### src/design/flash_bootloader_command_unit_assert.svh
// Assertion helpers shared by the command unit modules.
`ifndef FLASH_BOOTLOADER_COMMAND_UNIT_ASSERT_SVH
`define FLASH_BOOTLOADER_COMMAND_UNIT_ASSERT_SVH

// Check a property on every rising edge outside of reset.
`define FBCU_ASSERT(lbl, clk, rst, prop, msg) \
  lbl: assert property (@(posedge clk) disable iff (rst) prop) else $error(msg);

// Check a property on every rising edge, reset included.
`define FBCU_ASSERT_ALWAYS(lbl, clk, prop, msg) \
  lbl: assert property (@(posedge clk) prop) else $error(msg);

`endif

### src/design/fbcu_pkg.sv
package fbcu_pkg;

  // Flash page size in bytes
  localparam int PAGE_BYTES = 64;

  localparam int CFG_INDEX_W = 3;
  localparam int CFG_DATA_W  = 16;

  // Page mask applied to the low address byte, and the low byte of the page size
  localparam logic [7:0] PAGE_MASK    = 8'(~(PAGE_BYTES - 1));
  localparam logic [7:0] PAGE_BYTE_LO = 8'(PAGE_BYTES % 256);

  // Reset vector patch words
  localparam logic [15:0] JMP_NEAR_BASE  = 16'hC000;
  localparam logic [15:0] JMP_FAR_OPCODE = 16'h940C;
  localparam logic [15:0] FAR_LIMIT      = 16'd8192;

  localparam logic [7:0] CODE_MASK = 8'h3F;

  // Request codes
  localparam logic [7:0] REQ_INFO = 8'd0;
  localparam logic [7:0] REQ_PAGE = 8'd1;
  localparam logic [7:0] REQ_DATA = 8'd3;
  localparam logic [5:0] MREQ_ERASE = 6'd2;
  localparam logic [5:0] MREQ_EXIT  = 6'd4;

  // Reset values of the configuration registers
  localparam logic [15:0] BOOT_ADDRESS_RST    = 16'd6144;
  localparam logic [7:0]  WRITE_SLEEP_MS_RST  = 8'd5;
  localparam logic [7:0]  SIGNATURE_ONE_RST   = 8'd147;
  localparam logic [7:0]  SIGNATURE_TWO_RST   = 8'd11;
  localparam logic [7:0]  FEATURE_FLAGS_RST   = 8'd0;
  localparam logic [15:0] AUTO_EXIT_TICKS_RST = 16'd1200;

  typedef enum logic [2:0] {
    OP_NONE  = 3'd0,
    OP_INFO  = 3'd1,
    OP_CLEAR = 3'd2,
    OP_FILL  = 3'd3,
    OP_WRITE = 3'd4,
    OP_ERASE = 3'd5,
    OP_EXIT  = 3'd6
  } op_t;

  typedef enum logic [CFG_INDEX_W-1:0] {
    CFG_BOOT_ADDRESS    = 3'd0,
    CFG_WRITE_SLEEP_MS  = 3'd1,
    CFG_SIGNATURE_ONE   = 3'd2,
    CFG_SIGNATURE_TWO   = 3'd3,
    CFG_FEATURE_FLAGS   = 3'd4,
    CFG_AUTO_EXIT_TICKS = 3'd5
  } cfg_reg_t;

  // Which result of an item the datapath works on
  typedef enum logic [1:0] {
    STEP_FIRST  = 2'd0,
    STEP_SECOND = 2'd1,
    STEP_THIRD  = 2'd2
  } step_t;

  typedef struct packed {
    logic  load;
    logic  exec;
    step_t step;
  } cmd_t;

  typedef struct packed {
    logic emit;
    logic last;
  } stat_t;

  // Bit b is set when low address byte b sits on a page boundary
  function automatic logic [255:0] page_end_map();
    logic [255:0] m;
    m = '0;
    for (int i = 0; i < 256; i++) begin
      m[i] = ((i % PAGE_BYTES) == 0);
    end
    return m;
  endfunction

  localparam logic [255:0] PAGE_END_MAP = page_end_map();

endpackage

### src/design/fbcu_in_if.sv
interface fbcu_in_if;
  logic        valid;
  logic        ready;
  logic        func;
  logic [7:0]  request_code;
  logic [15:0] w_value;
  logic [15:0] w_index;
  logic        app_present;

  modport source (output valid, func, request_code, w_value, w_index, app_present,
                  input ready);
  modport sink (input valid, func, request_code, w_value, w_index, app_present,
                output ready);
endinterface

### src/design/fbcu_out_if.sv
interface fbcu_out_if;
  logic        valid;
  logic        ready;
  logic [2:0]  op;
  logic [15:0] flash_address;
  logic [15:0] flash_data;
  logic [63:0] info_reply;
  logic        last;

  modport source (output valid, op, flash_address, flash_data, info_reply, last,
                  input ready);
  modport sink (input valid, op, flash_address, flash_data, info_reply, last,
                output ready);
endinterface

### src/design/fbcu_cfg_if.sv
interface fbcu_cfg_if;
  logic        valid;
  logic        ready;
  logic [2:0]  index;
  logic [15:0] data;

  modport source (output valid, index, data, input ready);
  modport sink (input valid, index, data, output ready);
endinterface

### src/design/fbcu_ctrl.sv
`include "flash_bootloader_command_unit_assert.svh"

module fbcu_ctrl (
  input  logic            clk,
  input  logic            rst,
  input  logic            item_valid,
  output logic            item_ready,
  output logic            result_valid,
  input  logic            result_ready,
  input  fbcu_pkg::stat_t stat,
  output fbcu_pkg::cmd_t  cmd
);
  import fbcu_pkg::*;

  typedef enum logic [1:0] {
    S_IDLE,
    S_FIRST,
    S_SECOND,
    S_THIRD
  } state_t;

  state_t state;
  logic   slot_free;

  // Output register is free when empty or being drained this cycle
  assign slot_free  = !result_valid || result_ready;
  assign item_ready = (state == S_IDLE);

  // Drive datapath commands
  always_comb begin
    cmd.load = item_valid && item_ready;
    cmd.exec = (state != S_IDLE) && (!stat.emit || slot_free);
    case (state)
      S_SECOND: cmd.step = STEP_SECOND;
      S_THIRD:  cmd.step = STEP_THIRD;
      default:  cmd.step = STEP_FIRST;
    endcase
  end

  // Sequence the results of one item and hold the output valid
  always_ff @(posedge clk) begin
    if (rst) begin
      state        <= S_IDLE;
      result_valid <= 1'b0;
    end else begin
      // Raise valid on a new beat, drop it once the beat is taken
      if (cmd.exec && stat.emit) begin
        result_valid <= 1'b1;
      end else if (result_ready) begin
        result_valid <= 1'b0;
      end
      case (state)
        S_IDLE: begin
          if (cmd.load) begin
            state <= S_FIRST;
          end
        end
        S_FIRST, S_SECOND, S_THIRD: begin
          if (cmd.exec) begin
            if (!stat.emit || stat.last) begin
              state <= S_IDLE;
            end else if (state == S_FIRST) begin
              state <= S_SECOND;
            end else begin
              state <= S_THIRD;
            end
          end
        end
        default: state <= S_IDLE;
      endcase
    end
  end

  `FBCU_ASSERT(a_emit_slot_free, clk, rst, (cmd.exec && stat.emit |-> slot_free), "emit while output register busy")
  `FBCU_ASSERT(a_load_to_first, clk, rst, (cmd.load |=> state == S_FIRST), "accepted beat not processed")
  `FBCU_ASSERT(a_third_after_second, clk, rst, (state == S_THIRD |-> $past(state) == S_SECOND || $past(state) == S_THIRD), "page write step out of order")

endmodule

### src/design/fbcu_datapath.sv
`include "flash_bootloader_command_unit_assert.svh"

module fbcu_datapath (
  input  logic            clk,
  input  logic            rst,
  input  fbcu_pkg::cmd_t  cmd,
  output fbcu_pkg::stat_t stat,
  input  logic            func,
  input  logic [7:0]      request_code,
  input  logic [15:0]     w_value,
  input  logic [15:0]     w_index,
  input  logic            app_present,
  fbcu_cfg_if.sink        cfg,
  output logic [2:0]      op,
  output logic [15:0]     flash_address,
  output logic [15:0]     flash_data,
  output logic [63:0]     info_reply,
  output logic            last
);
  import fbcu_pkg::*;

  // Latched item
  logic        it_func;
  logic [7:0]  it_code;
  logic [15:0] it_wv;
  logic [15:0] it_wi;
  logic        it_app;

  // Configuration
  logic [15:0] boot_address;
  logic [7:0]  write_sleep_ms;
  logic [7:0]  signature_one;
  logic [7:0]  signature_two;
  logic [7:0]  feature_flags;
  logic [15:0] auto_exit_ticks;

  // Unit state
  logic [15:0] cur_addr;
  logic [15:0] idle_count;
  logic        exited;

  logic [15:0] cur_addr_next;
  logic [15:0] idle_count_next;
  logic        exited_next;

  // Candidate result
  op_t         r_op;
  logic [15:0] r_addr;
  logic [15:0] r_data;
  logic [63:0] r_info;

  logic [15:0] cur_plus2;
  logic [15:0] cur_minus2;
  logic [15:0] idle_inc;
  logic [15:0] boot_half;
  logic [15:0] boot_minus4;
  logic        boot_far;
  logic [15:0] fill_src;
  logic [15:0] fill_word;
  logic        write_follows;
  logic [5:0]  mcode;

  assign cfg.ready = 1'b1;

  assign cur_plus2   = cur_addr + 16'd2;
  assign cur_minus2  = cur_addr - 16'd2;
  assign idle_inc    = idle_count + 16'd1;
  assign boot_half   = {1'b0, boot_address[15:1]};
  assign boot_minus4 = boot_address - 16'd4;
  assign boot_far    = (boot_address >= FAR_LIMIT);
  assign mcode       = it_code[5:0] & CODE_MASK[5:0];

  // Patch the reset vector so it jumps into the loader
  assign fill_src = (cmd.step == STEP_SECOND) ? it_wi : it_wv;
  always_comb begin
    fill_word = fill_src;
    if (cur_addr == 16'd0) begin
      fill_word = boot_far ? JMP_FAR_OPCODE : (JMP_NEAR_BASE + boot_half - 16'd1);
    end else if (cur_addr == 16'd2 && boot_far) begin
      fill_word = boot_half;
    end
  end

  // Second fill closes a page below the loader
  assign write_follows = PAGE_END_MAP[cur_plus2[7:0]] && (cur_addr < boot_address);

  // Work out the result and state update of the current step
  always_comb begin
    stat.emit       = 1'b0;
    stat.last       = 1'b1;
    r_op            = OP_NONE;
    r_addr          = '0;
    r_data          = '0;
    r_info          = '0;
    cur_addr_next   = cur_addr;
    idle_count_next = idle_count;
    exited_next     = exited;
    case (cmd.step)
      STEP_FIRST: begin
        if (!exited) begin
          if (it_func) begin
            idle_count_next = idle_inc;
            if (auto_exit_ticks != 16'd0 && idle_inc == auto_exit_ticks && it_app) begin
              stat.emit   = 1'b1;
              r_op        = OP_EXIT;
              exited_next = 1'b1;
            end
          end else begin
            idle_count_next = {8'h00, idle_count[7:0]};
            if (it_code == REQ_INFO) begin
              stat.emit = 1'b1;
              r_op      = OP_INFO;
              r_info    = {8'h00, feature_flags, signature_two, signature_one,
                           write_sleep_ms, PAGE_BYTE_LO, boot_minus4[7:0],
                           boot_minus4[15:8]};
            end else if (it_code == REQ_PAGE) begin
              if (cur_addr != 16'd0) begin
                cur_addr_next = {it_wi[15:8], it_wi[7:0] & PAGE_MASK};
                stat.emit     = 1'b1;
                r_op          = OP_CLEAR;
                r_addr        = cur_addr_next;
              end
            end else if (it_code == REQ_DATA) begin
              stat.emit     = 1'b1;
              stat.last     = 1'b0;
              r_op          = OP_FILL;
              r_addr        = cur_addr;
              r_data        = fill_word;
              cur_addr_next = cur_plus2;
            end else if (mcode == MREQ_ERASE) begin
              stat.emit     = 1'b1;
              r_op          = OP_ERASE;
              cur_addr_next = '0;
            end else if (mcode == MREQ_EXIT) begin
              stat.emit   = 1'b1;
              r_op        = OP_EXIT;
              exited_next = 1'b1;
            end
          end
        end
      end
      STEP_SECOND: begin
        stat.emit     = 1'b1;
        stat.last     = !write_follows;
        r_op          = OP_FILL;
        r_addr        = cur_addr;
        r_data        = fill_word;
        cur_addr_next = cur_plus2;
      end
      STEP_THIRD: begin
        stat.emit = 1'b1;
        r_op      = OP_WRITE;
        r_addr    = cur_minus2;
      end
      default: begin
        stat.emit = 1'b0;
      end
    endcase
  end

  // Latch the accepted item
  always_ff @(posedge clk) begin
    if (cmd.load) begin
      it_func <= func;
      it_code <= request_code;
      it_wv   <= w_value;
      it_wi   <= w_index;
      it_app  <= app_present;
    end
  end

  // Take configuration beats
  always_ff @(posedge clk) begin
    if (rst) begin
      boot_address    <= BOOT_ADDRESS_RST;
      write_sleep_ms  <= WRITE_SLEEP_MS_RST;
      signature_one   <= SIGNATURE_ONE_RST;
      signature_two   <= SIGNATURE_TWO_RST;
      feature_flags   <= FEATURE_FLAGS_RST;
      auto_exit_ticks <= AUTO_EXIT_TICKS_RST;
    end else if (cfg.valid && cfg.ready) begin
      case (cfg_reg_t'(cfg.index))
        CFG_BOOT_ADDRESS:    boot_address    <= cfg.data;
        CFG_WRITE_SLEEP_MS:  write_sleep_ms  <= cfg.data[7:0];
        CFG_SIGNATURE_ONE:   signature_one   <= cfg.data[7:0];
        CFG_SIGNATURE_TWO:   signature_two   <= cfg.data[7:0];
        CFG_FEATURE_FLAGS:   feature_flags   <= cfg.data[7:0];
        CFG_AUTO_EXIT_TICKS: auto_exit_ticks <= cfg.data;
        default: ;
      endcase
    end
  end

  // Advance unit state on each executed step
  always_ff @(posedge clk) begin
    if (rst) begin
      cur_addr   <= '0;
      idle_count <= '0;
      exited     <= 1'b0;
    end else if (cmd.exec) begin
      cur_addr   <= cur_addr_next;
      idle_count <= idle_count_next;
      exited     <= exited_next;
    end
  end

  // Load the output register
  always_ff @(posedge clk) begin
    if (cmd.exec && stat.emit) begin
      op            <= r_op;
      flash_address <= r_addr;
      flash_data    <= r_data;
      info_reply    <= r_info;
      last          <= stat.last;
    end
  end

  `FBCU_ASSERT(a_exited_sticks, clk, rst, (exited |=> exited), "exit flag dropped")
  `FBCU_ASSERT(a_addr_even, clk, rst, (!cur_addr[0]), "page address became odd")
  `FBCU_ASSERT(a_third_emits, clk, rst, (cmd.exec && cmd.step == STEP_THIRD |-> stat.emit && stat.last), "page write step without result")

endmodule

### src/design/flash_bootloader_command_unit.sv
// Channel  Dir  Beat content
// item     in   func, request_code, w_value, w_index, app_present
// result   out  op, flash_address, flash_data, info_reply, last
// cfg      in   index, data (register write)
//
// An item is taken in the idle state and each result in a step of its own:
// a tick or a request with at most one result uses the first step; a data
// request adds the second, the third on a page write; fbcu_ctrl sets this.
// rst is synchronous and restores the register reset values and clears state.
// A stalled result holds the output register; the next item is still taken
// while one result waits, and cfg writes are taken every cycle.
module flash_bootloader_command_unit (
  input  logic     clk,
  input  logic     rst,
  fbcu_in_if.sink  item,
  fbcu_out_if.source result,
  fbcu_cfg_if.sink cfg
);
  import fbcu_pkg::*;

  cmd_t        cmd;
  stat_t       stat;
  logic        result_valid;
  logic [2:0]  op;
  logic [15:0] flash_address;
  logic [15:0] flash_data;
  logic [63:0] info_reply;
  logic        last;

  fbcu_ctrl u_ctrl (
    .clk          (clk),
    .rst          (rst),
    .item_valid   (item.valid),
    .item_ready   (item.ready),
    .result_valid (result_valid),
    .result_ready (result.ready),
    .stat         (stat),
    .cmd          (cmd)
  );

  fbcu_datapath u_datapath (
    .clk           (clk),
    .rst           (rst),
    .cmd           (cmd),
    .stat          (stat),
    .func          (item.func),
    .request_code  (item.request_code),
    .w_value       (item.w_value),
    .w_index       (item.w_index),
    .app_present   (item.app_present),
    .cfg           (cfg),
    .op            (op),
    .flash_address (flash_address),
    .flash_data    (flash_data),
    .info_reply    (info_reply),
    .last          (last)
  );

  assign result.valid         = result_valid;
  assign result.op            = op;
  assign result.flash_address = flash_address;
  assign result.flash_data    = flash_data;
  assign result.info_reply    = info_reply;
  assign result.last          = last;

endmodule

### src/flat_wrapper.sv
// flat-port wrapper written by rule: the top's interface ports become plain ports
module flash_bootloader_command_unit_flat import fbcu_pkg::*;
  (clk, rst, item_valid, item_func, item_request_code, item_w_value, item_w_index, item_app_present, item_ready, result_valid, result_op, result_flash_address, result_flash_data, result_info_reply, result_last, result_ready, cfg_valid, cfg_index, cfg_data, cfg_ready);
  fbcu_in_if item_i ();
  fbcu_out_if result_i ();
  fbcu_cfg_if cfg_i ();
  input  logic clk;
  input  logic rst;
  input wire logic [$bits(item_i.valid)-1:0] item_valid;
  input wire logic [$bits(item_i.func)-1:0] item_func;
  input wire logic [$bits(item_i.request_code)-1:0] item_request_code;
  input wire logic [$bits(item_i.w_value)-1:0] item_w_value;
  input wire logic [$bits(item_i.w_index)-1:0] item_w_index;
  input wire logic [$bits(item_i.app_present)-1:0] item_app_present;
  output wire logic [$bits(item_i.ready)-1:0] item_ready;
  output wire logic [$bits(result_i.valid)-1:0] result_valid;
  output wire logic [$bits(result_i.op)-1:0] result_op;
  output wire logic [$bits(result_i.flash_address)-1:0] result_flash_address;
  output wire logic [$bits(result_i.flash_data)-1:0] result_flash_data;
  output wire logic [$bits(result_i.info_reply)-1:0] result_info_reply;
  output wire logic [$bits(result_i.last)-1:0] result_last;
  input wire logic [$bits(result_i.ready)-1:0] result_ready;
  input wire logic [$bits(cfg_i.valid)-1:0] cfg_valid;
  input wire logic [$bits(cfg_i.index)-1:0] cfg_index;
  input wire logic [$bits(cfg_i.data)-1:0] cfg_data;
  output wire logic [$bits(cfg_i.ready)-1:0] cfg_ready;
  assign item_i.valid = item_valid;
  assign item_i.func = item_func;
  assign item_i.request_code = item_request_code;
  assign item_i.w_value = item_w_value;
  assign item_i.w_index = item_w_index;
  assign item_i.app_present = item_app_present;
  assign item_ready = item_i.ready;
  assign result_valid = result_i.valid;
  assign result_op = result_i.op;
  assign result_flash_address = result_i.flash_address;
  assign result_flash_data = result_i.flash_data;
  assign result_info_reply = result_i.info_reply;
  assign result_last = result_i.last;
  assign result_i.ready = result_ready;
  assign cfg_i.valid = cfg_valid;
  assign cfg_i.index = cfg_index;
  assign cfg_i.data = cfg_data;
  assign cfg_ready = cfg_i.ready;
  flash_bootloader_command_unit u_core (.clk(clk), .rst(rst), .item(item_i), .result(result_i), .cfg(cfg_i));
endmodule
### config.mk
export PLATFORM = sky130hd
export DESIGN_NAME = flash_bootloader_command_unit_flat
export DESIGN_NICKNAME = d
export VERILOG_FILES = /design/src/design/fbcu_pkg.sv /design/src/design/fbcu_in_if.sv /design/src/design/fbcu_out_if.sv /design/src/design/fbcu_cfg_if.sv /design/src/design/fbcu_ctrl.sv /design/src/design/fbcu_datapath.sv /design/src/design/flash_bootloader_command_unit.sv /design/src/flat_wrapper.sv
export VERILOG_INCLUDE_DIRS = /design/src /design/src/design
export SDC_FILE = /design/constraint.sdc
export NUM_CORES = 1
export LEC_CHECK = 0
export ABC_AREA = 1
export BUFFER_PORTS_ARGS = -buffer_cell sky130_fd_sc_hd__buf_2
export CAP_MARGIN = 5
export CORE_ASPECT_RATIO = 1.4
export CORE_MARGIN = 2
export CORE_UTILIZATION = 50
export CTS_CLUSTER_SIZE = 14
export DETAILED_ROUTE_END_ITERATION = 10
export PLACE_DENSITY = 0.71
export SYNTH_ARGS = -nofsm -noshare
export SYNTH_HDL_FRONTEND = slang
export SYNTH_HIERARCHICAL = 1
export SYNTH_SLANG_ARGS = --single-unit
### constraint.sdc
create_clock -name clk -period 14.3 [get_ports clk]
set_input_delay 4.29 -clock clk [delete_from_list [all_inputs] [get_ports clk]]
set_output_delay 4.29 -clock clk [all_outputs]
set_load 0.005 [all_outputs]
* After elaboration in Yosys (flattened, before gate mapping)
Memory sizes are Yosys's and may differ from the RTL's.
Index checks and enable logic that the tools add are counted.
W data, S select, Z words.
** Cells by class
- Add/sub/neg operators :: 6
- Multipliers :: 0
- Div/mod/pow operators :: 0
- Order comparisons :: 3
- Equal/unequal tests :: 23
- Shift operators :: 0
- Mux-type cells :: 67
- Bitwise logic cells :: 3
- Reductions and logical operators :: 38
** Operator list (number)
- $mux W16 :: 23
- $pmux W16 S2 :: 2
- $pmux W16 S3 :: 1
- $reduce_bool A16 Y1 :: 2
- $mux W3 :: 8
- $mux W23 :: 1
- $mux W1 :: 22
- $add A16 B1 Y16 const B :: 1
- $add A16 B15 Y16 const A :: 1
- $add A16 B2 Y16 const B :: 1
- $eq A16 B16 Y1 :: 1
- $eq A16 B2 Y1 const B :: 1
- $ge A16 B14 Y1 const B :: 1
- $logic_not A16 Y1 :: 1
- $lt A16 B16 Y1 :: 1
- $reduce_and A2 Y1 :: 8
- $sub A16 B1 Y16 const B :: 1
- $sub A16 B2 Y16 const B :: 1
- $sub A16 B3 Y16 const B :: 1
- $mux W2 :: 5
- $lt A8 B9 Y1 const B :: 1
- $pmux W3 S3 :: 1
- $eq A8 B1 Y1 const B :: 1
- $eq A8 B2 Y1 const B :: 1
- other kinds (27) :: 53
** Storage, ports and cells
- Bits in registers :: 242
- Bits in latches :: 0
- RAM bits :: 0
- Bits in read-only memories :: 256
- Bits of input ports :: 66
- Word-level logic and storage cells :: 164
- Memories :: 1
** Memories
- (no name shown) :: words 256, width 1, rd ports 1, clocked after Yosys merged registers in 0, write ports 0, line fbcu_datapath.sv:85 : assign write_follows = PAGE_END_MAP[cur_plus2[7:0]] && (cur_addr < boot_address);

* Longest topological paths before layout
- Depth after elaboration :: 14
- Depth in mapped cells :: 30

* Cells and area by module
The synthesis kept the hierarchy.
** Modules (own cells, without submodules)
- fbcu_datapath :: instances 1, cells an instance 1325, area an instance 11165.7 um^2, sequential area each 5735.5 um^2
- fbcu_ctrl :: instances 1, cells an instance 30, area an instance 180.2 um^2, sequential area each 60.1 um^2

* Worst setup path after synthesis
OpenSTA, ideal clock, no wires.
- Path type :: input port to flip-flop
- Start point :: input result_ready
- End point :: register u_core.u_datapath.flash_address[0] (enable)
- Data arrival time :: 8110 ps
- Setup slack :: 5661 ps
- Stages on the path :: 6
- Buffers on the path :: 0
- Cells stage by stage :: inv_1 > nand3_2 > nand2_1 > inv_1 > inv_1 > nor2_1
** RTL lines
- from (decl) :: line flat_wrapper.sv:22 : input wire logic [$bits(result_i.ready)-1:0] result_ready;
- to (signal assigned) :: line fbcu_datapath.sv:211 : flash_address <= r_addr;
- to (decl) :: line fbcu_datapath.sv:15 : output logic [15:0] flash_address,

==> impl_metrics.env <==
export IMPL_p_int_uw=1111
export IMPL_dp_cells=1774
export IMPL_layout_commonest_cell="nand2_1"
export IMPL_grt_pass1_wl_mm=47.42
export IMPL_design_area_um2=13080
export IMPL_post_route_period_util=0.4194
export IMPL_setup_tns_ns=0
export IMPL_crit_end="u_core/u_datapath/idle_count[7]"
export IMPL_dieWidth_um=131.3
export IMPL_h_tree_depth=1
export IMPL_cp_startpoint="result_ready"
export IMPL_path_class="in2reg"
export IMPL_instances_no_fill=1816
export IMPL_fillCellCount=2003
export IMPL_layout_min_cycle_time_ns=5.997
export IMPL_avgSynthCellArea_um2=8.373
export IMPL_gr_total_overflow=0
export IMPL_ff2ff_setup_slack_ns=9.76
export IMPL_outcome="finished clean"
export IMPL_final_cell_mix="222 x nand2_1, 177 x inv_1, 168 x nor2_1"
export IMPL_grt_max_degree=80
export IMPL_grtUsageTotal=0.2478
export IMPL_ctsResizeCount=0
export IMPL_post_route_drc_count=0
export IMPL_insertion_delay_ns=0.52
export IMPL_rr_startpoint="u_core/u_datapath/idle_count[0]"
export IMPL_core_um2=22450
export IMPL_gp_congestion=0.9612
export IMPL_crit_path_max_fanout=12
export IMPL_worstSetupStartpointType="primary input"
export IMPL_ys_ff_latch=226
export IMPL_drtIter0Drc=753
export IMPL_cts_hold_buf=0
export IMPL_via_per_inst=5.382
export IMPL_place_area_um2=12280
export IMPL_final_nets=1590
export IMPL_relSlewSlack=0.3650
export IMPL_cellLeakagePower_uw=0.005709
export IMPL_arrival_ns=6.39
export IMPL_setup_violations_final=0
export IMPL_dp_hpwl_mm=21.87
export IMPL_power_frac_seq=0.497
export IMPL_cts_buffers=23
export IMPL_hold_path_startpoint="u_core/u_datapath/write_sleep_ms[5]"
export IMPL_cts_root_buffer_cell="clkbuf_16"
export IMPL_rows=65
export IMPL_clock_fmax_mhz=166.7
export IMPL_initial_core_util=0.5055
export IMPL_comb_power_share=0.064
export IMPL_pwr_share_clk=0.439
export IMPL_vias=9773
export IMPL_required_ns=14.70
export IMPL_switching_share=0.2249
export IMPL_antenna_found_initial=0
export IMPL_power_density_nw_per_um2=109.7
export IMPL_grt_setup_unrepaired="no"
export IMPL_cts_sinks=226
export IMPL_final_hold_viol_count=0
export IMPL_firstDrtPassIters=5
export IMPL_synth_edf_count=127
export IMPL_ys_seq_area_frac=0.5108
export IMPL_ys_types=51
export IMPL_synthesis_area_um2=11350
export IMPL_syn_inst=1355
export IMPL_crit_path_end_kind="flop"
export IMPL_die_y_um=182.2
export IMPL_synth_main_ff_cell="edfxtp_1"
export IMPL_wire_per_inst_um=16.63
export IMPL_io_buffers=152
export IMPL_fin_skew_ns=0.02549
export IMPL_p_total_uw=1434
export IMPL_peakVddDrop_mv=0.09000
export IMPL_wl_mm=30.19
export IMPL_clock_path_buffers=3
export IMPL_clk_pin_slew_worst_paths_ns=0.07
export IMPL_ant_nets=0
export IMPL_area_growth_pct=15.24
export IMPL_synthArstFlopShare=0
export IMPL_hold_class="reg2reg"
export IMPL_drv_cap=0
export IMPL_diodes=0
export IMPL_p_sw_uw=322.5
export IMPL_worst_pin_slew_ns=0.9490
export IMPL_drive_gt1_frac=0.1630
export IMPL_grt_pass1_vias=9226
export IMPL_dieArea_um2=23930
export IMPL_cts_tree="done"
export IMPL_r2r_cells=27
export IMPL_worstReg2RegEnd="u_core/u_datapath/idle_count[7]"
export IMPL_slew_viol_final=0
export IMPL_synth_warning_count=6
export IMPL_pin_count=169
export IMPL_postCtsSetupRepairBufs=0
## layer usage
metal | part of all wire | GRT usage
met5 | 0 | 0
met4 | 0.044 | 0.1187
met3 | 0.060 | 0.03028
met2 | 0.50 | 0.4461
met1 | 0.39 | 0.2944
## area by class of cell
cell class	instances	area (um2)	share of cell area
Clock buffer	28	614.3	0.04699
Clock inverter	14	180.2	0.01378
Inverter	191	716.9	0.05483
Multi-Input combinational cell	896	4571	0.3496
Sequential cell	226	5796	0.4433
Tap cell	301	376.6	0.02880
Timing Repair Buffer	160	820.8	0.06278
## synthesized netlist by cell type, drive strengths merged, types with 4 or more instances
cell	instances	area, um2
nor3	12	65.06
clkbuf	29	108.9
nand2	231	904.6
nand3	80	405.4
nor4	4	40.04
a211oi	7	52.55
buf	28	217.7
o21ai	120	604.3
edfxtp	127	3814
nor2	180	742.0
nand4	18	118.9
ha	26	325.3
nand3b	6	45.04
o211ai	26	195.2
or2	10	62.56
clkinv	6	22.52
xor2	13	113.9
dfxtp	99	1982
inv	185	694.4
a31oi	7	43.79
a21oi	118	613.1
## worst min path at each step
| stage | cells after the start | end | slack [ns] |
|---|---|---|---|
| finish | 2 | u_core/u_datapath/write_sleep_ms[5] | 0.46 |
| global placement | 2 | u_core/u_datapath/feature_flags[5] | 0.44 |
| detailed placement | 2 | u_core/u_datapath/feature_flags[5] | 0.45 |
| CTS | 2 | u_core/u_datapath/signature_one[5] | 0.46 |
| floorplan | 2 | u_core/u_datapath/feature_flags[0] | 0.43 |
| global route | 2 | u_core/u_datapath/write_sleep_ms[3] | 0.47 |
## worst max-delay path, cell delays in order
cell and delay [ns]:
buf_2 0.07, inv_1 0.05, nand3_2 0.08, nand2_1 0.07, inv_1 0.08, inv_1 0.09
nor2_1 0.16, clkinv_1 0.24, nor2_1 0.67, buf_4 0.28, inv_1 0.10, o21ai_0 0.16
inv_1 0.05
## power groups by stage
stage / registers [uW] / clock network (uW) / logic, uW
after CTS: 713 / 641 / 91.2
after global routing: 714 / 666 / 103
after detailed placement: 727 / 0 / 90.3
final: 713 / 629 / 91.7
after global placement: 726 / 0 / 88.8
after floorplan: 723 / 0 / 62.3
## registers in the layout (all words and copies together), names as in the netlist, 2 cells and up
| signal | count |
|---|---|
| u_core/u_datapath/it_code | 8 |
| u_core/u_datapath/info_reply | 49 |
| u_core/u_datapath/write_sleep_ms | 8 |
| u_core/u_datapath/idle_count | 16 |
| u_core/u_datapath/it_wv | 16 |
| u_core/u_ctrl/state | 2 |
| u_core/u_datapath/boot_address | 16 |
| u_core/u_datapath/signature_one | 8 |
| u_core/u_datapath/cur_addr | 15 |
| u_core/u_datapath/feature_flags | 8 |
| u_core/u_datapath/flash_address | 16 |
| u_core/u_datapath/op | 3 |
| u_core/u_datapath/it_wi | 16 |
| u_core/u_datapath/signature_two | 8 |
| u_core/u_datapath/flash_data | 16 |
| u_core/u_datapath/auto_exit_ticks | 16 |
## through the flow
stage | setup slack [ns] | utilization | hold slack, ns
after floorplan | 5.661 | - | 0.4300
after global placement | 7.874 | 0.5471 | 0.4396
after detailed placement | 7.813 | 0.5471 | 0.4466
after CTS | 8.340 | 0.5825 | 0.4558
after global routing | 7.977 | 0.5825 | 0.4675
final | 8.303 | 0.5825 | 0.4567
## logic make-up after synthesis
group,synth area share
AND/OR/NAND/NOR,0.2106
AO/OA/AOI/OAI,0.1472
buffers and inverters,0.09197
flip-flops,0.5108
adder cells (fa/ha/maj),0.02867
XOR/XNOR,0.01004
other,0.0006619
Power figures use the tool's default switching activity.
